<file path="src/rrbm_pkg.sv">
`timescale 1ns / 1ps
// rrbm_pkg: shared types, codes and helper functions of the bank mapper with clock
// no dependencies

package rrbm_pkg;

    localparam int RAM_BYTES_DEF     = 32768;
    localparam int ROM_BANK_BITS_DEF = 7;

    localparam int ROM_ADDR_W  = 22;
    localparam int RAM_SIZE_W  = 16;
    localparam int CFG_DATA_W  = 22;

    localparam logic [15:0] ROM_BANK_SPAN  = 16'h4000;
    localparam logic [15:0] RAM_ENABLE_TOP = 16'h1FFF;
    localparam logic [15:0] ROM_BANK_TOP   = 16'h3FFF;
    localparam logic [15:0] SELECT_TOP     = 16'h5FFF;
    localparam logic [15:0] RAM_WINDOW     = 16'hA000;
    localparam logic [3:0]  RAM_ENABLE_KEY = 4'hA;
    localparam logic [7:0]  OPEN_BUS       = 8'hFF;
    localparam logic [7:0]  CLOCK_SEL_LO   = 8'h08;
    localparam logic [7:0]  CLOCK_SEL_HI   = 8'h0C;

    typedef enum logic [2:0] {
        ACT_ROM_READ  = 3'd0,
        ACT_ROM_WRITE = 3'd1,
        ACT_RAM_READ  = 3'd2,
        ACT_RAM_WRITE = 3'd3,
        ACT_TICK      = 3'd4
    } action_t;

    typedef enum logic {
        CFG_ROM_SIZE = 1'b0,
        CFG_RAM_SIZE = 1'b1
    } cfg_index_t;

    localparam logic [2:0] RTC_SECONDS = 3'd0;
    localparam logic [2:0] RTC_MINUTES = 3'd1;
    localparam logic [2:0] RTC_HOURS   = 3'd2;
    localparam logic [2:0] RTC_DAY_LO  = 3'd3;
    localparam logic [2:0] RTC_CONTROL = 3'd4;
    localparam int         RTC_REGS    = 5;

    typedef struct packed {
        logic       tick;
        logic       write;
        logic       latch;
        logic [2:0] idx;
        logic [7:0] data;
    } rtc_ctrl_t;

    typedef struct packed {
        logic [7:0]            read_data;
        logic                  rom_fetch;
        logic [ROM_ADDR_W-1:0] rom_address;
    } result_t;

    // v mod 60 through a reciprocal multiply on v/4
    function automatic logic [5:0] mod60(input logic [7:0] v);
        logic [12:0] prod;
        logic [7:0]  q60;
        logic [7:0]  r;
        prod = 13'(v[7:2]) * 13'd69;
        q60  = 8'(prod[12:10]) * 8'd60;
        r    = v - q60;
        return r[5:0];
    endfunction

    // v mod 24 through a reciprocal multiply on v/8
    function automatic logic [4:0] mod24(input logic [7:0] v);
        logic [8:0] prod;
        logic [7:0] q24;
        logic [7:0] r;
        prod = 9'(v[7:3]) * 9'd11;
        q24  = 8'(prod[8:5]) * 8'd24;
        r    = v - q24;
        return r[4:0];
    endfunction

endpackage

</file>
<file path="src/rrbm_rtc.sv">
`timescale 1ns / 1ps
// rrbm_rtc: live clock counters, latched copy and clock register read mux
// depends on rrbm_pkg

module rrbm_rtc (
    input  logic               aclk,
    input  logic               aresetn,
    input  rrbm_pkg::rtc_ctrl_t ctrl,
    output logic [7:0]         rd_data
);

    logic [5:0] sec_reg, sec_next;
    logic [5:0] min_reg, min_next;
    logic [4:0] hour_reg, hour_next;
    logic [8:0] day_reg, day_next;
    logic       halt_reg, halt_next;
    logic       carry_reg, carry_next;
    logic       taken_reg, taken_next;
    logic [7:0] latched_reg [rrbm_pkg::RTC_REGS];
    logic [7:0] live [rrbm_pkg::RTC_REGS];

    always_comb begin
        live[0] = {2'b00, sec_reg};
        live[1] = {2'b00, min_reg};
        live[2] = {3'b000, hour_reg};
        live[3] = day_reg[7:0];
        live[4] = {carry_reg, halt_reg, 5'b00000, day_reg[8]};
    end

    always_comb begin
        sec_next   = sec_reg;
        min_next   = min_reg;
        hour_next  = hour_reg;
        day_next   = day_reg;
        halt_next  = halt_reg;
        carry_next = carry_reg;
        taken_next = taken_reg;
        if (ctrl.latch) begin
            taken_next = 1'b1;
        end
        if (ctrl.write) begin
            case (ctrl.idx)
                rrbm_pkg::RTC_SECONDS: sec_next  = rrbm_pkg::mod60(ctrl.data);
                rrbm_pkg::RTC_MINUTES: min_next  = rrbm_pkg::mod60(ctrl.data);
                rrbm_pkg::RTC_HOURS:   hour_next = rrbm_pkg::mod24(ctrl.data);
                rrbm_pkg::RTC_DAY_LO:  day_next  = {day_reg[8], ctrl.data};
                rrbm_pkg::RTC_CONTROL: begin
                    day_next   = {ctrl.data[0], day_reg[7:0]};
                    halt_next  = ctrl.data[6];
                    carry_next = ctrl.data[7];
                end
                default: ;
            endcase
        end
        if (ctrl.tick && !halt_reg) begin
            if (sec_reg != 6'd59) begin
                sec_next = sec_reg + 6'd1;
            end else begin
                sec_next = '0;
                if (min_reg != 6'd59) begin
                    min_next = min_reg + 6'd1;
                end else begin
                    min_next = '0;
                    if (hour_reg != 5'd23) begin
                        hour_next = hour_reg + 5'd1;
                    end else begin
                        hour_next = '0;
                        day_next  = day_reg + 9'd1;
                        if (day_reg == 9'h1FF) begin
                            carry_next = 1'b1;
                        end
                    end
                end
            end
        end
    end

    always_ff @(posedge aclk) begin
        if (!aresetn) begin
            sec_reg   <= '0;
            min_reg   <= '0;
            hour_reg  <= '0;
            day_reg   <= '0;
            halt_reg  <= 1'b0;
            carry_reg <= 1'b0;
            taken_reg <= 1'b0;
            for (int i = 0; i < rrbm_pkg::RTC_REGS; i++) begin
                latched_reg[i] <= '0;
            end
        end else begin
            sec_reg   <= sec_next;
            min_reg   <= min_next;
            hour_reg  <= hour_next;
            day_reg   <= day_next;
            halt_reg  <= halt_next;
            carry_reg <= carry_next;
            taken_reg <= taken_next;
            if (ctrl.latch) begin
                for (int i = 0; i < rrbm_pkg::RTC_REGS; i++) begin
                    latched_reg[i] <= live[i];
                end
            end
        end
    end

    always_comb begin
        case (ctrl.idx)
            rrbm_pkg::RTC_SECONDS,
            rrbm_pkg::RTC_MINUTES,
            rrbm_pkg::RTC_HOURS,
            rrbm_pkg::RTC_DAY_LO,
            rrbm_pkg::RTC_CONTROL: rd_data = taken_reg ? latched_reg[ctrl.idx]
                                                       : live[ctrl.idx];
            default:               rd_data = rrbm_pkg::OPEN_BUS;
        endcase
    end

endmodule

</file>
<file path="config.mk">
export PLATFORM = sky130hd
export DESIGN_NAME = rrbm_rtc
export DESIGN_NICKNAME = d
export VERILOG_FILES = /design/src/rrbm_pkg.sv /design/src/rrbm_rtc.sv
export SDC_FILE = /design/constraint.sdc
export NUM_CORES = 1
export LEC_CHECK = 0
export BUFFER_PORTS_ARGS = -buffer_cell sky130_fd_sc_hd__clkbuf_2
export CAP_MARGIN = 20
export CORE_UTILIZATION = 40
export CTS_CLUSTER_DIAMETER = 60
export DETAILED_ROUTE_END_ITERATION = 16
export SETUP_SLACK_MARGIN = 0.05
export SYNTH_ARGS = -nofsm -noshare
export SYNTH_HDL_FRONTEND = slang
export SYNTH_SLANG_ARGS = --single-unit
</file>
<file path="constraint.sdc">
create_clock -name aclk -period 6.5 [get_ports aclk]
set_input_delay 0 -clock aclk [delete_from_list [all_inputs] [get_ports aclk]]
set_output_delay 0 -clock aclk [all_outputs]
set_load 0.02 [all_outputs]
</file>
Word-level counts from Yosys, hierarchy flattened
Memories as Yosys holds them, arrays and structs flattened. Index checks and enable logic that the tools add are counted.

Add/sub/neg operators: 6. $mul: 4. $lt $le $gt $ge: 1. Eq/ne operators: 8. Mux-type cells: 42. Bitwise gates (word level): 6. Reduce and logical (&&, ||, !) cells: 8.

Operator list (number): $mux W8 (9); $mux W6 (9); $mux W9 (5); $mux W5 (6); $bmux W8 S3 (1); $pmux W9 S2 (1); $mul A6 B7 Y13 const B (1); $add A6 B1 Y6 const B (2); $ne A6 B6 Y1 const B (2); $mux W1 (11); $add A9 B1 Y9 const B (1); $eq A9 B9 Y1 const B (1); $mul A5 B4 Y9 const B (1); $eq A3 B2 Y1 const B (2); $sub A6 B6 Y6 (1); $add A5 B1 Y5 const B (1); $ne A5 B5 Y1 const B (1); $or A1 B1 Y1 (5); $reduce_or A5 Y1 (1); $sub A5 B5 Y5 (1); $ge A4 B4 Y1 const B (1); $mul A3 B4 Y4 const B (1); $mul A4 B2 Y2 const B (1); $not A3 Y4 (1); other kinds (7) (9).

Register bits: 29. Bits in writable memories: 40. Input bits: 16. Output and inout bits: 8. Logic and storage cells: 83. Memories kept: 1.

Memory list: latched_reg (words 5, width 8, rd ports 1, clocked after memory_dff 0, write ports 5, RTL line rrbm_rtc.sv:19) `logic [7:0] latched_reg [rrbm_pkg::RTC_REGS];`.

Longest topological paths before layout
Gate-level depths: netlist of the first run.

Depth after elaboration: 8. Depth in mapped cells: 18. Mapped depth without buffers: 18.

Least setup slack after synthesis of the first run
Ideal clock, no wire load.

Path kind: input to register. Start point: input port ctrl[5] (netlist name). End point: register min_reg[5]. Setup time: 0.074 ns. Data arrival time: 3.585 ns. Data required time: 6.426 ns. Slack: 2.841 ns. Cell stages on the path: 15. Buffers on the path: 0. Cell sequence: ha_1 > ha_1 > ha_1 > a31o_2 > a21oi_1 > o21ai_0 > a211oi_1 > fa_1 > ha_1 > inv_1 > ha_1 > o21ai_0 > and3_1 > or3_1 > a31oi_1.

Longest elaborated chain between the ends: 7.

Ends and longest elaborated chain: start, declared (RTL line rrbm_rtc.sv:8) `input rrbm_pkg::rtc_ctrl_t ctrl,`; $mul A6 B7 Y13 (RTL line rrbm_pkg.sv:63) `prod = 13'(v[7:2]) * 13'd69;`; $mul A3 B4 Y4 (RTL line rrbm_pkg.sv:64) `q60 = 8'(prod[12:10]) * 8'd60;`; $sub A6 B6 Y6 * (RTL line rrbm_pkg.sv:65) `r = v - q60;`; $mux W6 * (RTL line rrbm_rtc.sv:42) `case (ctrl.idx)`; $mux W6 * (RTL line rrbm_rtc.sv:41) `if (ctrl.write) begin`; $mux W6 (RTL line rrbm_rtc.sv:56) `if (sec_reg != 6'd59) begin`; $mux W6 * (RTL line rrbm_rtc.sv:55) `if (ctrl.tick && !halt_reg) begin`; end signal, assigned (RTL line rrbm_rtc.sv:92) `min_reg <= min_next;`; end, declared (RTL line rrbm_rtc.sv:13) `logic [5:0] min_reg, min_next;`.

Every way passes the cells marked *; elsewhere a longest branch is shown, timed or not. A chain may end at the register's enable or synchronous reset.

Worst setup path after layout of the first run
Ends and elaborated chain as after synthesis.

==> results of run 1 <==
layout make-up:
type | count | area (um^2)
clock inverters | 6 | 58.81
well taps | 133 | 166.4
clock buffers | 10 | 127.6
repair buffers | 25 | 132.6
fillers | 962 | 5359
inverters | 23 | 86.33
multi-input cells | 319 | 2377
flip-flops and latches | 57 | 1421
placed cells by master (no fill, tap or decap), types with 2 or more instances in the layout:
| cell type | n |
|---|---|
| a211oi_1 | 15 |
| a21oi_1 | 31 |
| a21oi_2 | 2 |
| a311oi_1 | 2 |
| a31oi_1 | 3 |
| a32oi_1 | 4 |
| and2_1 | 2 |
| and3_1 | 41 |
| clkbuf_2 | 23 |
| clkbuf_8 | 9 |
| clkinv_2 | 2 |
| clkinvlp_4 | 2 |
| dfxtp_1 | 29 |
| edfxtp_1 | 28 |
| fa_1 | 4 |
| ha_1 | 29 |
| inv_1 | 23 |
| mux2i_1 | 11 |
| mux4_2 | 10 |
| nand2_1 | 22 |
| nand2b_1 | 2 |
| nand3_1 | 16 |
| nand3b_1 | 5 |
| nand4b_1 | 2 |
| nor2_1 | 29 |
| nor2b_1 | 11 |
| nor3_1 | 15 |
| o211ai_1 | 2 |
| o21ai_0 | 21 |
| o31a_1 | 2 |
| o32a_1 | 2 |
| or3_1 | 4 |
| or4_1 | 2 |
| xnor2_1 | 7 |
| xor2_1 | 3 |
kinds of logic (layout without fill, tap and decap cells):
logic type      after synthesis  after routing
simple gates                161            161
compound gates               93             93
flops                        57             57
buf+inv                      48             64
fa+ha+maj                    33             33
mux                          22             22
xor+xnor                     10             10
power by group:
part	switching, uW	total, uW	internal [uW]
Combinational	105	186	80.2
Clock	144	319	174
Sequential	16.6	408	391
Total	266	912	646
path summary, 6_finish.rpt:
kind	startpoint	end	slack, ns	cells past startpoint
max	ctrl[5]	min_reg[5]	2.70	16
min	ctrl[0]	min_reg[0]	0.02	3
max reg2reg	sec_reg[0]	day_reg[4]	4.14	6
min reg2reg	day_reg[4]	day_reg[4]	0.57	2
repair_timing:
action	in CTS	in global routing
hold buffers	1	0
endpoints found under the hold margin	1	0
endpoints found under the setup margin	0	0
metrics by stage:
step	instance area [um^2]	utilization, %	std cells
after CTS	4370	44.92	573
after floorplan	4005	-	424
after detailed placement	4174	42.90	556
final	4370	44.92	573
after global routing	4370	44.92	573
after global placement	4174	42.90	556
layer usage:
metal / global-route usage, % / part of all wire, % / vias to the layer above / wire (um)
met4: 7.692 / 2.0 / 0 / 197
met2: 32.21 / 47 / 84 / 4667
li1: - / - / 1612 / -
met5: 0 / 0 / - / 0
met1: 27.94 / 47 / 1549 / 4614
met3: 3.488 / 4.2 / 17 / 417
tightest hold or removal path, cell delays in order:
cell and delay, ns:
clkbuf_2 0.15, nand3_1 0.09, a21oi_1 0.06
==> results.py, run 1 <==
metrics = {
    "status": {
        "status": "finished, final reports clean",
    },
    "logic_synthesis": {
        "synthTopCellsByArea": "edfxtp_1 (21%), dfxtp_1 (14%), ha_1 (9.1%)",
        "synth_top_flop_cell": "dfxtp_1",
        "synthXorXnorAreaFrac_pct": 2.187,
        "synth-simple-area-share_pct": 22.62,
        "netlist_instances": 424,
        "yosysTopAreaCellShare_pct": 20.99,
        "ys_seq_elements": 57,
        "syn_nets": 473,
        "yosys-top-cells-count": "and3_1 (41), a21oi_1 (31), dfxtp_1 (29), ha_1 (29), nor2_1 (29)",
        "synth_compound_area_share_pct": 14.84,
        "synth_edf_count": 28,
        "async_flop_share_pct": 0,
        "avgSynthCellArea_um2": 9.446,
        "yosysTopAreaCell": "edfxtp_1",
        "ys_seq_area_share_pct": 35.49,
        "synthAdderAreaFrac_pct": 11.06,
        "yosysMostFrequentCell": "and3_1",
        "synth_area_mm2": 0.004005,
        "synthMuxAreaShare_pct": 8.654,
        "yosysWarningCount": 0,
        "synth_top_family_by_area": "simple AND/OR/NAND/NOR gates",
        "ys_types": 56,
    },
    "sta": {
        "tns_ns": 0,
        "finalSetupViolCount": 0,
        "rsz0062_at_grt": "false",
        "hold_slack_ns": 0.01595,
        "max-slew-margin-rel_pct": 46.49,
        "clock.fmax_mhz": 263.1,
        "period_share_pct": 58.47,
        "period_minus_slack_ns": 3.801,
        "hold_viol_final": 0,
        "skew_ns": 0.009079,
        "maxSlewViolCount": 0,
        "fin_ws_ns": 2.699,
        "max_slew.worst_pin.slew_ns": 0.8018,
    },
    "floorplan": {
        "die_w_um": 102.1,
        "core_area_mm2": 0.009729,
        "initial_core_util_pct": 41.17,
        "rows": 36,
        "io_pins": 24,
        "die_y_um": 102.1,
        "die_area_mm2": 0.01042,
    },
    "critical_path": {
        "critPathLaunchType": "input port",
        "endpoint_kind": "flop",
        "cpMostUsedCell": "ha_1",
        "critical-path-top-delay-family": "adder cells",
        "cp_cell_sequence": "clkbuf_2 -> ha_1 -> ha_1 -> ha_1 -> a31o_2 -> a21oi_1 -> o21ai_0 -> a211oi_1 -> fa_1 -> ha_1 -> inv_1 -> ha_1 -> o21ai_0 -> and3_1 -> or3_1 -> a31oi_1",
        "critical_path.slowest_cell": "fa_1",
        "crit_fanout": 6,
        "crit_arrival_ns": 4.07,
        "path_buf_inv": 2,
        "slowest_delay_ns": 0.53,
        "worst-setup-path-type": "input port to flop",
        "crit_required_ns": 6.77,
    },
    "clock_tree": {
        "cts_buffers": 9,
        "cts_buffer_depth": 2,
        "cts_tree": "yes",
        "post_cts_resized": 0,
        "post_cts_buffers": 0,
        "clock-sinks": 57,
        "clk_latency_ns": 0.34,
        "clkSlewWorstSetupHoldPaths_ns": 0.07,
        "h-tree-depth": 3,
        "root_buffer": "clkbuf_8",
    },
    "grt": {
        "grt_pass1_vias": 3097,
        "grt-ovfl-total": 0,
        "antenna_found_initial": 0,
        "grtUsageTotal_pct": 20.38,
        "grt_pass1_wl_um": 16130,
        "grt_max_degree": 35,
    },
    "layout": {
        "antenna_cells": 0,
        "final_nets": 484,
        "largest_register_ff_count": 28,
        "area_delta_synth_final_pct": 9.122,
        "layout-drive-gt1-share_pct": 13.18,
    },
    "detailed_routing": {
        "vias": 3262,
        "wl_um": 9897,
        "postRouteAntennaNets": 0,
        "first_iter_violations": 223,
        "drc_errors": 0,
        "wl_per_cell_um": 17.27,
        "firstDrtPassIters": 4,
        "viasPerCell": 5.693,
    },
    "power_and_ir_drop": {
        "power.total_uw": 912.0,
        "leakagePower_uw": 0.001816,
        "power.density_mw_per_mm2": 208.7,
        "max-vdd-ir-drop_v": 0.00009928,
    },
    "place": {
        "routabilityCongestion": 0.8265,
        "hpwlAfterDp_um": 7000,
        "dpl_worst_slack_ns": 2.346,
        "port_buffers": 23,
    },
    "flow_run": {
        "max_cap_viol_count": 0,
    },
    "hold_path": {
        "hp-class": "input port to flop",
    },
}
No activity file was read; power rests on OpenSTA's default activity.
==> run 2: changes to the inputs <==
--- a/config.mk
+++ b/config.mk
@@ -5,6 +5,7 @@
 export SDC_FILE = /design/constraint.sdc
 export NUM_CORES = 1
 export LEC_CHECK = 0
+export ABC_AREA = 1
 export BUFFER_PORTS_ARGS = -buffer_cell sky130_fd_sc_hd__clkbuf_2
 export CAP_MARGIN = 20
 export CORE_UTILIZATION = 40
==> constraint.sdc (replaced) <==
create_clock -name aclk -period 3.5 [get_ports aclk]
set_input_delay 0 -clock aclk [delete_from_list [all_inputs] [get_ports aclk]]
set_output_delay 0 -clock aclk [all_outputs]
set_load 0.02 [all_outputs]
==> results.py, run 2 <==
metrics = {
    "sta": {
        "max-slew-margin-rel_pct": 37.32,
        "period_share_pct": 91.67,
        "rsz0062_at_grt": "false",
        "hold_slack_ns": 0.04175,
        "tns_ns": 0,
        "clock.fmax_mhz": 311.7,
        "skew_ns": 0.009111,
        "maxSlewViolCount": 0,
        "period_minus_slack_ns": 3.208,
        "finalSetupViolCount": 0,
        "max_slew.worst_pin.slew_ns": 0.9380,
        "hold_viol_final": 0,
    },
    "detailed_routing": {
        "drc_errors": 0,
        "first_iter_violations": 257,
        "wl_per_cell_um": 15.02,
        "viasPerCell": 5.238,
        "firstDrtPassIters": 5,
        "vias": 3478,
        "postRouteAntennaNets": 0,
        "wl_um": 9974,
    },
    "power_and_ir_drop": {
        "power.density_mw_per_mm2": 420.0,
        "leakagePower_uw": 0.001953,
        "power.total_uw": 1886,
        "max-vdd-ir-drop_v": 0.0001652,
    },
    "logic_synthesis": {
        "yosysTopAreaCellShare_pct": 21.60,
        "synth_area_mm2": 0.003892,
        "synthTopCellsByArea": "edfxtp_1 (22%), dfxtp_1 (15%), ha_1 (9.3%)",
        "ys_seq_elements": 57,
        "ys_types": 45,
        "synth_edf_count": 28,
        "yosysTopAreaCell": "edfxtp_1",
        "avgSynthCellArea_um2": 7.928,
        "yosys-top-cells-count": "nand2_1 (79), inv_1 (63), nor2_1 (56)",
        "yosysMostFrequentCell": "nand2_1",
        "synth_top_flop_cell": "dfxtp_1",
        "ys_seq_area_share_pct": 36.52,
        "async_flop_share_pct": 0,
        "syn_nets": 540,
        "yosysWarningCount": 0,
        "netlist_instances": 491,
    },
    "critical_path": {
        "endpoint_kind": "flop",
        "worst-setup-path-type": "input port to flop",
        "crit_required_ns": 3.76,
        "crit_fanout": 3,
        "crit_arrival_ns": 3.46,
        "critPathLaunchType": "input port",
    },
    "grt": {
        "antenna_found_initial": 0,
        "grt_pass1_vias": 3405,
        "grt-ovfl-total": 0,
        "grt_pass1_wl_um": 16790,
        "grtUsageTotal_pct": 21.60,
        "grt_max_degree": 29,
    },
    "layout": {
        "fillers": 957,
        "final_cell_mix": "nand2_1 (78), inv_1 (63), nor2_1 (56)",
        "layout-drive-gt1-share_pct": 14.39,
        "area_delta_synth_final_pct": 15.33,
        "layout_commonest_cell": "nand2_1",
        "largest_register_ff_count": 28,
        "antenna_cells": 0,
        "final_nets": 579,
    },
    "clock_tree": {
        "clock-sinks": 57,
        "post_cts_buffers": 0,
        "clkSlewWorstSetupHoldPaths_ns": 0.07,
        "cts_buffers": 9,
        "clk_latency_ns": 0.35,
        "cts_tree": "yes",
        "root_buffer": "clkbuf_8",
        "cts_buffer_depth": 2,
        "h-tree-depth": 3,
    },
    "floorplan": {
        "initial_core_util_pct": 41.73,
        "die_area_mm2": 0.01013,
        "rows": 35,
        "core_area_mm2": 0.009328,
        "die_w_um": 100.6,
        "die_y_um": 100.6,
        "io_pins": 24,
    },
    "flow_run": {
        "max_cap_viol_count": 0,
    },
    "place": {
        "routabilityCongestion": 0.8655,
        "hpwlAfterDp_um": 7627,
        "port_buffers": 23,
    },
    "status": {
        "status": "finished, final reports clean",
    },
    "hold_path": {
        "hp-class": "input port to flop",
    },
}
run 2: cell count changes in the layout (fill, tap and decap cells not counted), sizes merged, moves of 8 or more:
cell and change:
inv +44, a22oi +8, and3 -41, nand3 +11, nand2 +63, nor3 -11
mux2i -11, nor2 +34, xor2 +10, buf +12, mux4 -10, nor2b -11
o21ai +29
run 2: power by group:
| group | total (uW) | switching, uW | leakage (uW) | internal, uW |
|---|---|---|---|---|
| registers | 759 | 27.1 | 0.000548 | 732 |
| clock network | 695 | 276 | 0.000113 | 419 |
| logic | 432 | 254 | 0.00129 | 177 |
| total | 1890 | 558 | 0.00195 | 1330 |
run 2: through the flow:
step | utilization (%) | cells | cell area (um^2) | setup WS (ns)
final | 48.13 | 664 | 4489 | 0.2916
after CTS | 47.85 | 664 | 4463 | 0.1820
after detailed placement | 45.27 | 646 | 4223 | -0.1788
after global routing | 48.13 | 664 | 4489 | 0.03811
after floorplan | - | 491 | 3892 | 0.1770
after global placement | 44.98 | 645 | 4195 | -0.02323
run 2: cell families after synthesis:
logic type | share of synthesized area [%]
buffers and inverters | 8.196
AO/OA/AOI/OAI | 17.62
XOR/XNOR | 4.500
multiplexers | 0.5786
AND/OR/NAND/NOR | 21.21
flip-flops | 36.52
adder cells (fa/ha/maj) | 11.38
run 2: path summary, 6_finish.rpt:
kind | startpoint | to | slack, ns | cells after the start
worst max-delay path | ctrl[5] | min_reg[4] | 0.29 | 19
worst min-delay path | ctrl[12] | halt_reg | 0.04 | 3
worst max register to register | sec_reg[1] | day_reg[7] | 1.73 | 8
worst min register to register | day_reg[0] | day_reg[0] | 0.52 | 1
run 2: worst max-delay path: stages:
cell	delay (ns)
clkbuf_2	0.09
ha_1	0.28
ha_1	0.32
ha_1	0.30
nand4_1	0.11
nor2_1	0.05
o21ai_1	0.11
nand3_1	0.13
nand2_2	0.09
xor2_1	0.14
inv_1	0.08
fa_1	0.51
ha_1	0.32
inv_1	0.09
ha_4	0.21
buf_4	0.14
xnor2_2	0.17
o21ai_0	0.11
a211oi_1	0.22
run 2: cell type report:
class | instances | area (um^2) | share of cell area, %
Tap cell | 129 | 161.4 | 3.595
Multi-Input combinational cell | 356 | 2178 | 48.52
Clock buffer | 11 | 141.4 | 3.149
Sequential cell | 57 | 1421 | 31.66
Timing Repair Buffer | 38 | 252.7 | 5.630
Inverter | 68 | 255.2 | 5.686
Clock inverter | 5 | 78.83 | 1.756
run 2: timing repair:
| action | in CTS | in global routing |
|---|---|---|
| resized for setup | 0 | 6 |
| endpoints found under the hold margin | 2 | 0 |
| setup endpoints to repair | 0 | 4 |
| hold buffers | 2 | 0 |
run 2: metal layers:
layer  global-route usage, %  wire length [um]
met4                   8.138               251
met1                   27.68              4631
met3                   3.953               400
met5                       0                 0
met2                   36.25              4690
